File: src/design/grid_bilinear_table_lookup_defines.svh
// ----------------------------------------------------------------------------
// grid_bilinear_table_lookup_defines.svh
// Assertion macros shared by the lookup block.
// ----------------------------------------------------------------------------
`ifndef GRID_BILINEAR_TABLE_LOOKUP_DEFINES_SVH
`define GRID_BILINEAR_TABLE_LOOKUP_DEFINES_SVH

`ifndef NO_ASSERTIONS
`define GBL_ASSERT(lbl, clk, rstn, prop) \
  lbl: assert property (@(posedge clk) disable iff (!rstn) prop) \
    else $error("assertion failed");
`define GBL_ASSERT_NEVER(lbl, clk, rstn, expr) \
  lbl: assert property (@(posedge clk) disable iff (!rstn) !(expr)) \
    else $error("forbidden condition seen");
`else
`define GBL_ASSERT(lbl, clk, rstn, prop)
`define GBL_ASSERT_NEVER(lbl, clk, rstn, expr)
`endif

`endif

File: src/design/gbl_ram.sv
// ----------------------------------------------------------------------------
// gbl_ram
// Generic simple dual-port RAM, one write port, registered read.
// ----------------------------------------------------------------------------
module gbl_ram #(
  parameter int unsigned WIDTH = 32,
  parameter int unsigned DEPTH = 64
) (
  input  logic                     clk,
  input  logic                     we,
  input  logic [$clog2(DEPTH)-1:0] waddr,
  input  logic [WIDTH-1:0]         wdata,
  input  logic [$clog2(DEPTH)-1:0] raddr,
  output logic [WIDTH-1:0]         rdata
);

  logic [WIDTH-1:0] mem [DEPTH];

  always_ff @(posedge clk) begin
    if (we) begin
      mem[waddr] <= wdata;
    end
    rdata <= mem[raddr];
  end

endmodule

File: config.mk
export PLATFORM = sky130hd
export DESIGN_NAME = gbl_ram
export DESIGN_NICKNAME = d
export VERILOG_FILES = /design/src/design/grid_bilinear_table_lookup_defines.svh /design/src/design/gbl_ram.sv
export SDC_FILE = /design/constraint.sdc
export NUM_CORES = 2
export LEC_CHECK = 0
export BUFFER_PORTS_ARGS = -buffer_cell sky130_fd_sc_hd__buf_2
export CAP_MARGIN = 20
export CORE_UTILIZATION = 45
export DETAILED_ROUTE_END_ITERATION = 10
export GPL_ROUTABILITY_DRIVEN = 0
export SYNTH_ARGS = -nofsm -noshare
export SYNTH_HDL_FRONTEND = slang
export SYNTH_SLANG_ARGS = --single-unit
export TNS_END_PERCENT = 1
File: constraint.sdc
create_clock -name clk -period 4.5 [get_ports clk]
set_input_delay 0.45 -clock clk [delete_from_list [all_inputs] [get_ports clk]]
set_output_delay 0.45 -clock clk [all_outputs]
set_load 0.005 [all_outputs]
; Word level (Yosys, flattened, before mapping)
; Memory sizes are Yosys's and may differ from the RTL's. A register that Yosys moved wholly into a read port is not among the register bits.
; Cells that the tools add are included.
[word_totals]
register_bits = 0
ram_bits = 2048
inputBits = 46
out_inout_bits = 32
elab_cells = 3
n_memories = 1
[classes]
muxes = 2
[memory_table]
columns = name, depth, word_bits, read_ports, rd_clocked_by_memory_dff, write_ports, line_no
row1 = mem, 64, 32, 1, 1, 1, gbl_ram.sv:17  ; logic [WIDTH-1:0] mem [DEPTH];
[ops]
columns = operator, count
row1 = $mux W1, 2

; Logic depth before layout (Yosys ltp)
[logic_depth]
word_depth = 2
depth_mapped = 10
depth_no_buf = 5

; Worst setup path after synthesis
; No wires, ideal clock.
[synth_path]
kind = input port to flip-flop
start = input waddr[3]
end = memory mem[48][0], enable pin
setup_time_ns = 0.461
arrival_ns = 3.149
required_ns = 4.039
setup_slack_ns = 0.890
path_stages = 4
n_path_buf = 1
cell_sequence = clkbuf_1 -> nor2b_1 -> nand4b_1 -> nor3_1
[synth_rtl]
columns = item, line_no
row1 = from (decl), gbl_ram.sv:11  ; input logic [$clog2(DEPTH)-1:0] waddr,
row2 = to (decl), gbl_ram.sv:17
; Straight into the memory's write port.

==> results.toml <==
[status]
status = "finished clean"

[die]
die-area_mm2 = 0.1762
dieWidth_um = 419.7
core_mm2 = 0.1725
row_count = 152
initial_core_util_pct = 45.52
chipHeight_um = 419.7
io_pins = 78

[worst_setup_path]
slowest_delay_ns = 0.67
r2r_start = "mem[55][18]"
criticalPathCategory = "input pin to register"
crit_buf_inv = 2
crit_path_cell_trace = "buf_8 -> buf_4 -> mux4_2 -> mux2i_1 -> nand3b_1 -> a31oi_1 -> nor2_1"
rr_worst_depth = 5
r2r_slack_ns = 1.83
cp_data_required_time_ns = 5.18
startpoint = "raddr[0]"
critPathCaptureType = "register"
cp.arrival_ns = 3.91
worstSetupStartpointType = "input pin"
cp_max_fo = 54
cp_slowest_cell = "a31oi_1"
cp_top_family = "multiplexers"
r2r_end = "rdata[18]"

[timing]
tightest_slew_ns = 1.017
rsz0062_at_grt = "false"
finalClockSkew_ns = 0.04467
post-route-period-util_pct = 71.85
relSlewSlack_pct = 31.98
drv_slew = 0
fmax_ghz = 0.3093
hold_violations = 0
setup_viol = 0
min_period_ns = 3.233
finalSetupTns_ns = 0

[routing]
drtPass1Iterations = 5
drt-wirelength-per-cell_um = 33.83
drc_errors = 0
final_antenna_net_count = 0
viasPerCell = 6.102
drt-initial-drc-count = 4886
wl_um = 206600
vias = 37270

[hold_path]
hold_start = "wdata[26]"
min_to = "mem[31][26]"
hold_path_class = "input pin to register"
holdPathStages = 1

[synthesis]
synth-simple-area-share_pct = 1.265
synth.distinct_cells = 34
synth_cells = 3324
yosysSeqAreaShare_pct = 79.14
ys_ff_latch = 2080
synth_xor_area_share_pct = 0
synth_mux_area_share_pct = 16.79
yosys.area.top_type = "edfxtp_1"
yosys-top-cells-area = "edfxtp_1 (78%), mux4_2 (16%), mux2i_1 (1.2%), dfxtp_1 (0.82%), o22ai_1 (0.67%)"
synth_top_family_by_area = "multiplexers"
synth_fa_ha_area_share_pct = 0
synth-compound-area-share_pct = 1.673
syn-num-nets = 3370
synth_top_area_share_pct = 78.33
synth_area_mm2 = 0.07852
ys_warn_count = 0
syn_avg_cell_area_um2 = 23.62

[place]
dpl.hpwl_um = 117500
port_buffers = 77
placed_cells = 5724

[cts]
clk_latency_ns = 0.82
cts-root-buf = "clkbuf_16"
cts_resized = 0
cts.sinks = 2080
numCtsBuffers = 205
cts.clk_slew.worst_paths_ns = 0.06
cts_max_path_buffers = 3
cts_tree = "done"
cts_max_level = 4

[cells_and_area]
fillerInstances = 13290
final_util_pct = 52.06
nNetsFinal = 3670
layout.cells.non_filler = 6108
area_growth_pct = 14.37
final_common_cell = "edfxtp_1"
drive_above_1_share_pct = 30.70
final_cell_mix = "edfxtp_1 (2048), mux4_2 (544), clkbuf_16 (213)"

[pwr]
cellPowerDensity_mw_per_mm2 = 445.9
leakagePower_uw = 0.02795
ir_drop_mv = 0.4243

[global_route]
grt.overflow.total = 0
grt_pass1_wl_um = 289600
grt_usage_pct = 23.72
grt_pass1_vias = 37320
grt_max_degree = 65
grt_antenna_before_repair = 10

[flow_run]
drv_cap = 0
## state kept, by name (all words and copies together), names as in the netlist
register / cells
rdata: 32
mem: 2048
## cell usage after synthesis
library cell  instances
nor3_1                7
buf_2                57
or3_1                 3
clkbuf_1             74
o32ai_1               4
or2_2                 1
nand3_1               5
buf_6                 5
and2_1                2
or2_0                 1
buf_4                25
nand4b_1              1
and3_1                4
or2_1                 1
nand2_1              26
o22ai_1              84
nand2b_1              8
or3b_1                2
mux2i_1              93
a41o_1                4
edfxtp_1           2048
dfxtp_1              32
a21oi_1              62
a311oi_1              8
buf_1                21
nor2b_1              15
nand3b_1              5
o221ai_1             27
or3b_2                3
a22oi_1              12
nand4_1               2
nor2_1              137
mux4_2              544
a31oi_1               1
## report_power, final
group          total, µW  internal [µW]  leakage (µW)  switching, µW
Combinational       2080            758       0.00612           1320
Sequential         21500          21500        0.0187           96.8
Clock              16400           9230       0.00313           7180
## worst max path at each step
| stage | end | cells after the start |
|---|---|---|
| detailed placement | rdata[18] | 7 |
| CTS | rdata[18] | 7 |
| global route | rdata[18] | 7 |
| global placement | rdata[18] | 7 |
| finish | rdata[18] | 7 |
| floorplan | mem[48][0] | 4 |
## layer usage
metal  share of wire [%]  vias up  track usage, %
li1                    -    14870               -
met1                  42    20550           35.13
met2                  47     1591           36.52
met3                 8.0      258           4.306
met4                 2.5        4           6.186
met5               0.015        -               0
## metrics by stage
step / setup WS (ns) / hold WS [ns] / total power [µW] / instance area, µm²
floorplan: 0.8902 / 0.5489 / 22940 / 78520
global placement: 0.3493 / 0.7271 / 24030 / 83290
detailed placement: 0.4155 / 0.7540 / 24050 / 83310
CTS: 1.293 / 0.06732 / 40280 / 89750
global route: 1.236 / 0.09295 / 41070 / 89790
finish: 1.267 / 0.1132 / 40040 / 89800
## final cells by class
cell class / count / area (µm²) / area share [%]
Clock buffer: 283 / 5733 / 6.384
Clock inverter: 95 / 701.9 / 0.7816
Tap cell: 2310 / 2890 / 3.219
Multi-Input combinational cell: 1062 / 15970 / 17.78
Sequential cell: 2080 / 62140 / 69.20
Antenna cell: 3 / 7.507 / 0.008360
Timing Repair Buffer: 275 / 2361 / 2.629
## repair_timing
| action | CTS | global route |
|---|---|---|
| buffers inserted | 0 | 0 |
| hold endpoints to repair | 11 | 0 |
| endpoints found under the setup margin | 0 | 0 |
| hold buffers | 1 | 0 |
## kinds of logic after synthesis
kind of cell	after synthesis
flip-flops	2080
multiplexers	637
AND/OR/NAND/NOR	223
AO/OA/AOI/OAI	202
buffers and inverters	182
Note: power is estimated with default switching activity, not from simulation.
