**src/design/grid_bilinear_table_lookup_defines.svh**
```systemverilog
// ----------------------------------------------------------------------------
// grid_bilinear_table_lookup_defines.svh
// Assertion macros shared by the lookup block.
// ----------------------------------------------------------------------------
`ifndef GRID_BILINEAR_TABLE_LOOKUP_DEFINES_SVH
`define GRID_BILINEAR_TABLE_LOOKUP_DEFINES_SVH

`ifndef NO_ASSERTIONS
`define GBL_ASSERT(lbl, clk, rstn, prop) \
  lbl: assert property (@(posedge clk) disable iff (!rstn) prop) \
    else $error("assertion failed");
`define GBL_ASSERT_NEVER(lbl, clk, rstn, expr) \
  lbl: assert property (@(posedge clk) disable iff (!rstn) !(expr)) \
    else $error("forbidden condition seen");
`else
`define GBL_ASSERT(lbl, clk, rstn, prop)
`define GBL_ASSERT_NEVER(lbl, clk, rstn, expr)
`endif

`endif

```
**src/design/gbl_pkg.sv**
```systemverilog
// ----------------------------------------------------------------------------
// gbl_pkg
// Types and constants of the grid bilinear lookup.
// ----------------------------------------------------------------------------
package gbl_pkg;

  localparam int unsigned VAL_W   = 17;
  localparam int unsigned PT_W    = 32;
  localparam int unsigned NUM_W   = 50;
  localparam logic [VAL_W-1:0] FULL_SCALE = 17'd65536;
  localparam logic [PT_W:0]    ON_POINT_TOL = 33'sd1;

  typedef enum logic [1:0] {
    KIND_ALT  = 2'd0,
    KIND_COS  = 2'd1,
    KIND_CELL = 2'd2,
    KIND_QRY  = 2'd3
  } kind_t;

  typedef enum logic [0:0] {
    CFG_SHELLS = 1'b0,
    CFG_ANGLES = 1'b1
  } cfg_idx_t;

  typedef enum logic [10:0] {
    ST_IDLE  = 11'b000_0000_0001,
    ST_ASCAN = 11'b000_0000_0010,
    ST_CSCAN = 11'b000_0000_0100,
    ST_RDLO  = 11'b000_0000_1000,
    ST_RDHI  = 11'b000_0001_0000,
    ST_RDWT  = 11'b000_0010_0000,
    ST_MULA  = 11'b000_0100_0000,
    ST_MULB  = 11'b000_1000_0000,
    ST_SUM   = 11'b001_0000_0000,
    ST_DIV   = 11'b010_0000_0000,
    ST_FIN   = 11'b100_0000_0000
  } state_t;

  typedef struct packed {
    logic             start;
    logic [NUM_W-1:0] num;
    logic [PT_W-1:0]  den;
  } div_req_t;

  typedef struct packed {
    logic             busy;
    logic             done;
    logic [VAL_W-1:0] quot;
  } div_rsp_t;

endpackage

```
**src/design/gbl_div.sv**
```systemverilog
// ----------------------------------------------------------------------------
// gbl_div
// Restoring divider, one quotient bit per cycle, 17-bit quotient.
// ----------------------------------------------------------------------------
module gbl_div (
  input  logic              clk,
  input  logic              rst_n,
  input  gbl_pkg::div_req_t req,
  output gbl_pkg::div_rsp_t rsp
);

  localparam int unsigned QW = gbl_pkg::VAL_W;
  localparam int unsigned DW = gbl_pkg::PT_W;

  logic [DW-1:0]         rem_r, rem_nxt;
  logic [QW-1:0]         sh_r, sh_nxt;
  logic [QW-1:0]         q_r, q_nxt;
  logic [DW-1:0]         den_r, den_nxt;
  logic [$clog2(QW):0]   cnt_r, cnt_nxt;
  logic                  done_r, done_nxt;
  logic [DW:0]           trial;
  logic [DW:0]           diff;

  always_comb begin
    trial    = {rem_r, sh_r[QW-1]};
    diff     = trial - {1'b0, den_r};
    rem_nxt  = rem_r;
    sh_nxt   = sh_r;
    q_nxt    = q_r;
    den_nxt  = den_r;
    cnt_nxt  = cnt_r;
    done_nxt = 1'b0;
    if (req.start) begin
      rem_nxt = req.num[QW+DW-1:QW];
      sh_nxt  = req.num[QW-1:0];
      den_nxt = req.den;
      cnt_nxt = ($clog2(QW)+1)'(QW);
    end else if (cnt_r != '0) begin
      sh_nxt  = {sh_r[QW-2:0], 1'b0};
      if (!diff[DW]) begin
        rem_nxt = diff[DW-1:0];
        q_nxt   = {q_r[QW-2:0], 1'b1};
      end else begin
        rem_nxt = trial[DW-1:0];
        q_nxt   = {q_r[QW-2:0], 1'b0};
      end
      cnt_nxt  = cnt_r - 1'b1;
      done_nxt = (cnt_r == ($clog2(QW)+1)'(1));
    end
  end

  always_ff @(posedge clk) begin
    if (!rst_n) begin
      cnt_r  <= '0;
      done_r <= 1'b0;
    end else begin
      cnt_r  <= cnt_nxt;
      done_r <= done_nxt;
    end
    rem_r <= rem_nxt;
    sh_r  <= sh_nxt;
    q_r   <= q_nxt;
    den_r <= den_nxt;
  end

  assign rsp.busy = (cnt_r != '0);
  assign rsp.done = done_r;
  assign rsp.quot = q_r;

endmodule

```
**config.mk**
```make
export PLATFORM = sky130hd
export DESIGN_NAME = gbl_div
export DESIGN_NICKNAME = d
export VERILOG_FILES = /design/src/design/grid_bilinear_table_lookup_defines.svh /design/src/design/gbl_pkg.sv /design/src/design/gbl_div.sv
export SDC_FILE = /design/constraint.sdc
export NUM_CORES = 1
export LEC_CHECK = 0
export ABC_AREA = 1
export BUFFER_PORTS_ARGS = -buffer_cell sky130_fd_sc_hd__buf_2
export CAP_MARGIN = 20
export CORE_MARGIN = 2
export CORE_UTILIZATION = 40
export CTS_BUF_LIST = sky130_fd_sc_hd__clkbuf_4 sky130_fd_sc_hd__clkbuf_8 sky130_fd_sc_hd__clkbuf_16
export DETAILED_ROUTE_END_ITERATION = 12
export RECOVER_POWER = 25
export SLEW_MARGIN = 25
export SYNTH_ARGS = -nofsm -noshare
export SYNTH_HDL_FRONTEND = slang
export SYNTH_SLANG_ARGS = --single-unit
```
**constraint.sdc**
```tcl
create_clock -name clk -period 4.4 [get_ports clk]
set_input_delay 0.66 -clock clk [delete_from_list [all_inputs] [get_ports clk]]
set_output_delay 0.66 -clock clk [all_outputs]
set_load 0.01 [all_outputs]
```
== Yosys cells after proc, flatten, opt, wreduce, memory -nomap -nowiden ==
Index checks and enable logic that the tools add are counted.

* Register bits: 105
* Latch bits: 0
* Memory bits (writable): 0
* Memory bits (read-only): 0
* Bits of input ports: 85
* Output and inout port bits: 19
* Word-level logic and storage cells: 26
* Memories kept: 0

* Add/subtract/negate cells: 2
* Multipliers: 0
* Divide/modulo/power cells: 0
* Magnitude comparators: 0
* Equality and inequality tests: 1
* Shift-type cells: 0
* Multiplexer cells: 8
* Bitwise gates (word level): 3
* Reductions and logical operators: 5

{| class="wikitable"
|+ Operator list
! kind !! number
|-
| $mux W32 || 3
|-
| $mux W17 || 2
|-
| $sub A33 B32 Y33 || 1
|-
| $mux W5 || 2
|-
| $eq A6 B1 Y1 const B || 1
|-
| $reduce_bool A6 Y1 || 1
|-
| $sub A6 B1 Y6 const B || 1
|-
| $not A1 Y1 || 3
|-
| $reduce_or A3 Y1 || 1
|-
| $reduce_and A2 Y1 || 1
|-
| $reduce_bool A2 Y1 || 1
|-
| $reduce_or A2 Y1 || 1
|-
| $mux W1 || 1
|}

== Depth between registers and ports, before layout ==
* Word-level depth: 4
* Depth in mapped cells: 18
* Depth with buffers taken out: 17

== Least setup slack after synthesis ==
No wires, ideal clock.

* Kind: input -> register
* Start: in req[82] (netlist name)
* End: reg rem_r[0] (enable)
* Library setup time: 0.408 ns
* Data arrival time: 2.067 ns
* Data required time: 3.992 ns
* Setup slack: 1.925 ns
* Stages on the path: 3
* Path buffers: 1
* Cells stage by stage: clkbuf_1 -> clkinv_1 -> nand2_1

* Word-level cells in the longest chain between the ends: 1

{| class="wikitable"
|+ Ends and longest elaborated chain
! element !! RTL line !! text
|-
| start: declaration || gbl_div.sv:8 || <nowiki>input gbl_pkg::div_req_t req,</nowiki>
|-
| $reduce_bool A2 Y1 (no line) || -- ||
|-
| end signal: assignment || gbl_div.sv:60 || <nowiki>rem_r <= rem_nxt;</nowiki>
|-
| end: declaration || gbl_div.sv:15 || <nowiki>logic [DW-1:0] rem_r, rem_nxt;</nowiki>
|}

No other way between the ends.
A chain may end at the register's enable or synchronous reset.

== Final worst setup path ==
* Start: reg rem_r[21]
* End: reg rem_r[8], data pin

* Word-level cells in the longest chain between the ends: 4

{| class="wikitable"
|+ Ends and longest elaborated chain
! element !! RTL line !! text
|-
| $sub A33 B32 Y33 || gbl_div.sv:26 || <nowiki>diff = trial - {1'b0, den_r};</nowiki>
|-
| $mux W32 || gbl_div.sv:40 || <nowiki>if (!diff[DW]) begin</nowiki>
|-
| $mux W32 || gbl_div.sv:38 || <nowiki>end else if (cnt_r != '0) begin</nowiki>
|-
| $mux W32 || gbl_div.sv:33 || <nowiki>if (req.start) begin</nowiki>
|-
| via rem_nxt[8] || gbl_div.sv:15 ||
|}

The timed path passes the listed nets, and every way through them passes these cells. The select of a mux whose other input is x is not followed.

==> results.json <==
{
  "slew_headroom_pct": -12.6,
  "synth_sequential_area_ratio_pct": 42.7,
  "rsz0062_at_grt": "no",
  "syn-num-nets": 1116,
  "synthSimpleGateAreaFrac_pct": 34.9,
  "synth_top_flop_cell": "edfxtp_1",
  "cellPowerDensity_nw_per_um2": 665,
  "synth-async-reset-ratio_pct": 0,
  "dieArea_um2": 19200,
  "area_growth_pct": 14.3,
  "vias_per_cell": 4.66,
  "grt_pass1_wl_mm": 30.2,
  "grt_use_total_pct": 19.4,
  "pwr-share-clk_pct": 15.9,
  "r2r-end": "rem_r[8]$_DFFE_PP_",
  "fillers": 1876,
  "clkLatencyLatePin_ns": 0.37,
  "critPathMaxFanout": 15,
  "fmax_mhz": 361,
  "cp-start-kind": "register",
  "worst_pin_slew_ns": 1.69,
  "reg2reg_from": "rem_r[21]$_DFFE_PP_",
  "wire_per_inst_um": 13.4,
  "synth_compound_area_share_pct": 3.20,
  "core_um2": 17800,
  "switchingPower_mw": 2.57,
  "endpoint": "rem_r[8]$_DFFE_PP_",
  "synthCells": 996,
  "die_w_um": 138,
  "path_common_cell": "nand2_1",
  "grt_pass1_vias": 6081,
  "rows": 49,
  "yosys_warnings": 0,
  "cts_resized": 0,
  "post_cts_buffers": 0,
  "max-cap-violations": 1,
  "endpoint_kind": "register",
  "power_frac_comb_pct": 55.9,
  "post-route-period-util_pct": 63.0,
  "sw_frac_of_total_pct": 46.7,
  "grt_antenna_before_repair": 0,
  "port-buffer-count": 102,
  "clk_path_buf_depth": 2,
  "violations": "capacitance limit, slew limit",
  "startpoint": "rem_r[21]$_DFFE_PP_",
  "yosys-mux-area-fraction_pct": 0,
  "first_iter_violations": 319,
  "seqPwrFrac_pct": 28.3,
  "min_period_ns": 2.77,
  "cts-hold-fix-buffers": 0,
  "synth.distinct_cells": 34,
  "tns_ns": 0,
  "gp_congestion": 0.920,
  "initial_core_util_pct": 40.5,
  "min-delay-start": "q_r[4]$_DFFE_PP_",
  "ant_nets": 0,
  "io_pins": 104,
  "synth-edff-count": 98,
  "die-height_um": 138,
  "p_leak_nw": 4.49,
  "clk_pin_slew_ns": 0.08,
  "p_int_mw": 2.93,
  "ir_worst_vdd_mv": 0.280,
  "slowest_stage": "edfxtp_1",
  "required_ns": 4.53,
  "synth_xor_area_share_pct": 1.45,
  "root_buffer": "clkbuf_16",
  "netlist_area_um2": 7230,
  "cpPeakStageDelay_ns": 0.41,
  "dr.pass1.iters": 5,
  "clock_skew_ns": 0.0121,
  "grt-ovfl-total": 0,
  "worst_ep_arrival_time_ns": 2.90,
  "min_path_type": "register to register",
  "maxSlewViolCount": 82,
  "cts_buffers": 9,
  "reg2reg_depth": 13,
  "ys_seq_elements": 105,
  "synth.avg_cell_area_um2": 7.25,
  "drive_gt1_share_pct": 13.0,
  "setup-violations-final": 0,
  "r2r_setup_slack_ns": 1.63,
  "cts_tree": "done",
  "wl_mm": 17.8,
  "grt_max_degree": 82,
  "fin_nets": 1213,
  "status": "complete, but fails checks",
  "fin_util_pct": 46.3,
  "htree_levels": 3,
  "vias": 6182,
  "cts_sinks": 105,
  "diodes": 0,
  "hold_violations": 0,
  "synth_top_family_by_area": "simple AND/OR/NAND/NOR gates",
  "drc": 0,
  "path_cells": "ha_1, nand2_1, inv_1, nand2_1, nand2_1, inv_1, nand2_1, a21oi_4, nand3_2, nand2_4, nand2_1, nand3_1, nand2_1",
  "dpl.hpwl_mm": 13.7,
  "synthAdderAreaFrac_pct": 6.16,
  "setup.worst_path.class": "register to register"
}
## worst min path at each step
stage | endpoint | slack (ns) | depth (start not counted)
CTS | den_r[10]$_DFFE_PP_ | 0.45 | 1
detailed placement | q_r[5]$_DFFE_PP_ | 0.43 | 0
global placement | q_r[5]$_DFFE_PP_ | 0.42 | 0
global route | den_r[4]$_DFFE_PP_ | 0.45 | 1
finish | q_r[5]$_DFFE_PP_ | 0.45 | 0
floorplan | cnt_r[3]$_SDFFE_PP0N_ | 0.44 | 2
## cells in the mapped netlist (all sizes together), types with 6 or more instances
master  number  area share (%)
edfxtp      98              41
ha          34             5.9
a21oi       27             2.1
nor3         7            0.48
o21bai       7            0.73
clkbuf      11            0.57
nand3       91             6.5
dfxtp        7             1.9
inv        194              10
nand4        6            0.52
nand2      424              23
xnor2        9             1.1
nor2        46             2.5
buf          8            0.90
nand3b      14             1.5
## cell families after synthesis
| group | Yosys count |
|---|---|
| buf+inv | 214 |
| flops | 105 |
| compound gates | 38 |
| simple gates | 592 |
| xor+xnor | 12 |
| fa+ha+maj | 35 |
## per-layer routing
layer  vias up  wire, um  track usage (%)
met5         -         0                0
met4         0       278             5.53
met3        15       773             3.46
met2       118      8080             31.5
met1      2767      8640             26.8
li1       3282         -                -
## area by class of cell
cell class                 instances  area [um2]  area share (%)
clock inverter                     6        86.3            1.05
clock buffer                      10         233            2.82
inverter                         195         732            8.87
sequential                       105        3080            37.3
tap                              229         287            3.47
timing repair buffer             105         528            6.40
multi-input combinational        677        3310            40.1
## stage by stage
stage	cell area, um2	cells	hold slack (ns)	power, mW	worst slack [ns]
global placement	7940	1311	0.423	4.60	1.65
detailed placement	7940	1311	0.430	4.64	1.61
global route	8260	1327	0.454	6.06	1.36
floorplan	7230	996	0.444	3.91	1.92
finish	8260	1327	0.447	5.49	1.63
CTS	8260	1327	0.447	5.53	1.61
## state kept, by name, indices dropped and copies added, names as in the netlist
register,cells
den_r,32
q_r,17
sh_r,17
rem_r,32
done_r,1
cnt_r,6
## worst max-delay path, delay by kind of cell (launching register included)
family	cells	cell delay [ns]
and+or+nand+nor	9	1.36
adders and majority gates	1	0.41
AOI/OAI and AO/OA	1	0.23
DFF	1	0.41
buffers and inverters	2	0.12
## power by group through the flow
stage	registers, mW	logic, mW	clock network (mW)
4_1_cts	1.55	3.09	0.898
3_5_place_dp	1.57	3.07	0
3_3_place_gp	1.56	3.04	0
2_1_floorplan	1.55	2.36	0
6_report	1.55	3.07	0.872
5_1_grt	1.58	3.55	0.924
## placed cells by master, fill, tap and decap left out, types with 3 or more instances in the layout
cell type	instances
nand2_1	411
inv_1	190
buf_2	100
edfxtp_1	98
nand3_1	89
nor2_1	44
ha_1	34
a21oi_1	24
nand3b_1	14
xnor2_1	9
clkbuf_16	9
nand2_2	7
nor3_1	7
o21bai_1	7
dfxtp_1	7
nand4_1	6
inv_2	4
nand2_4	4
and2_1	3
xor2_1	3
No activity file was read; power rests on OpenSTA's default activity.
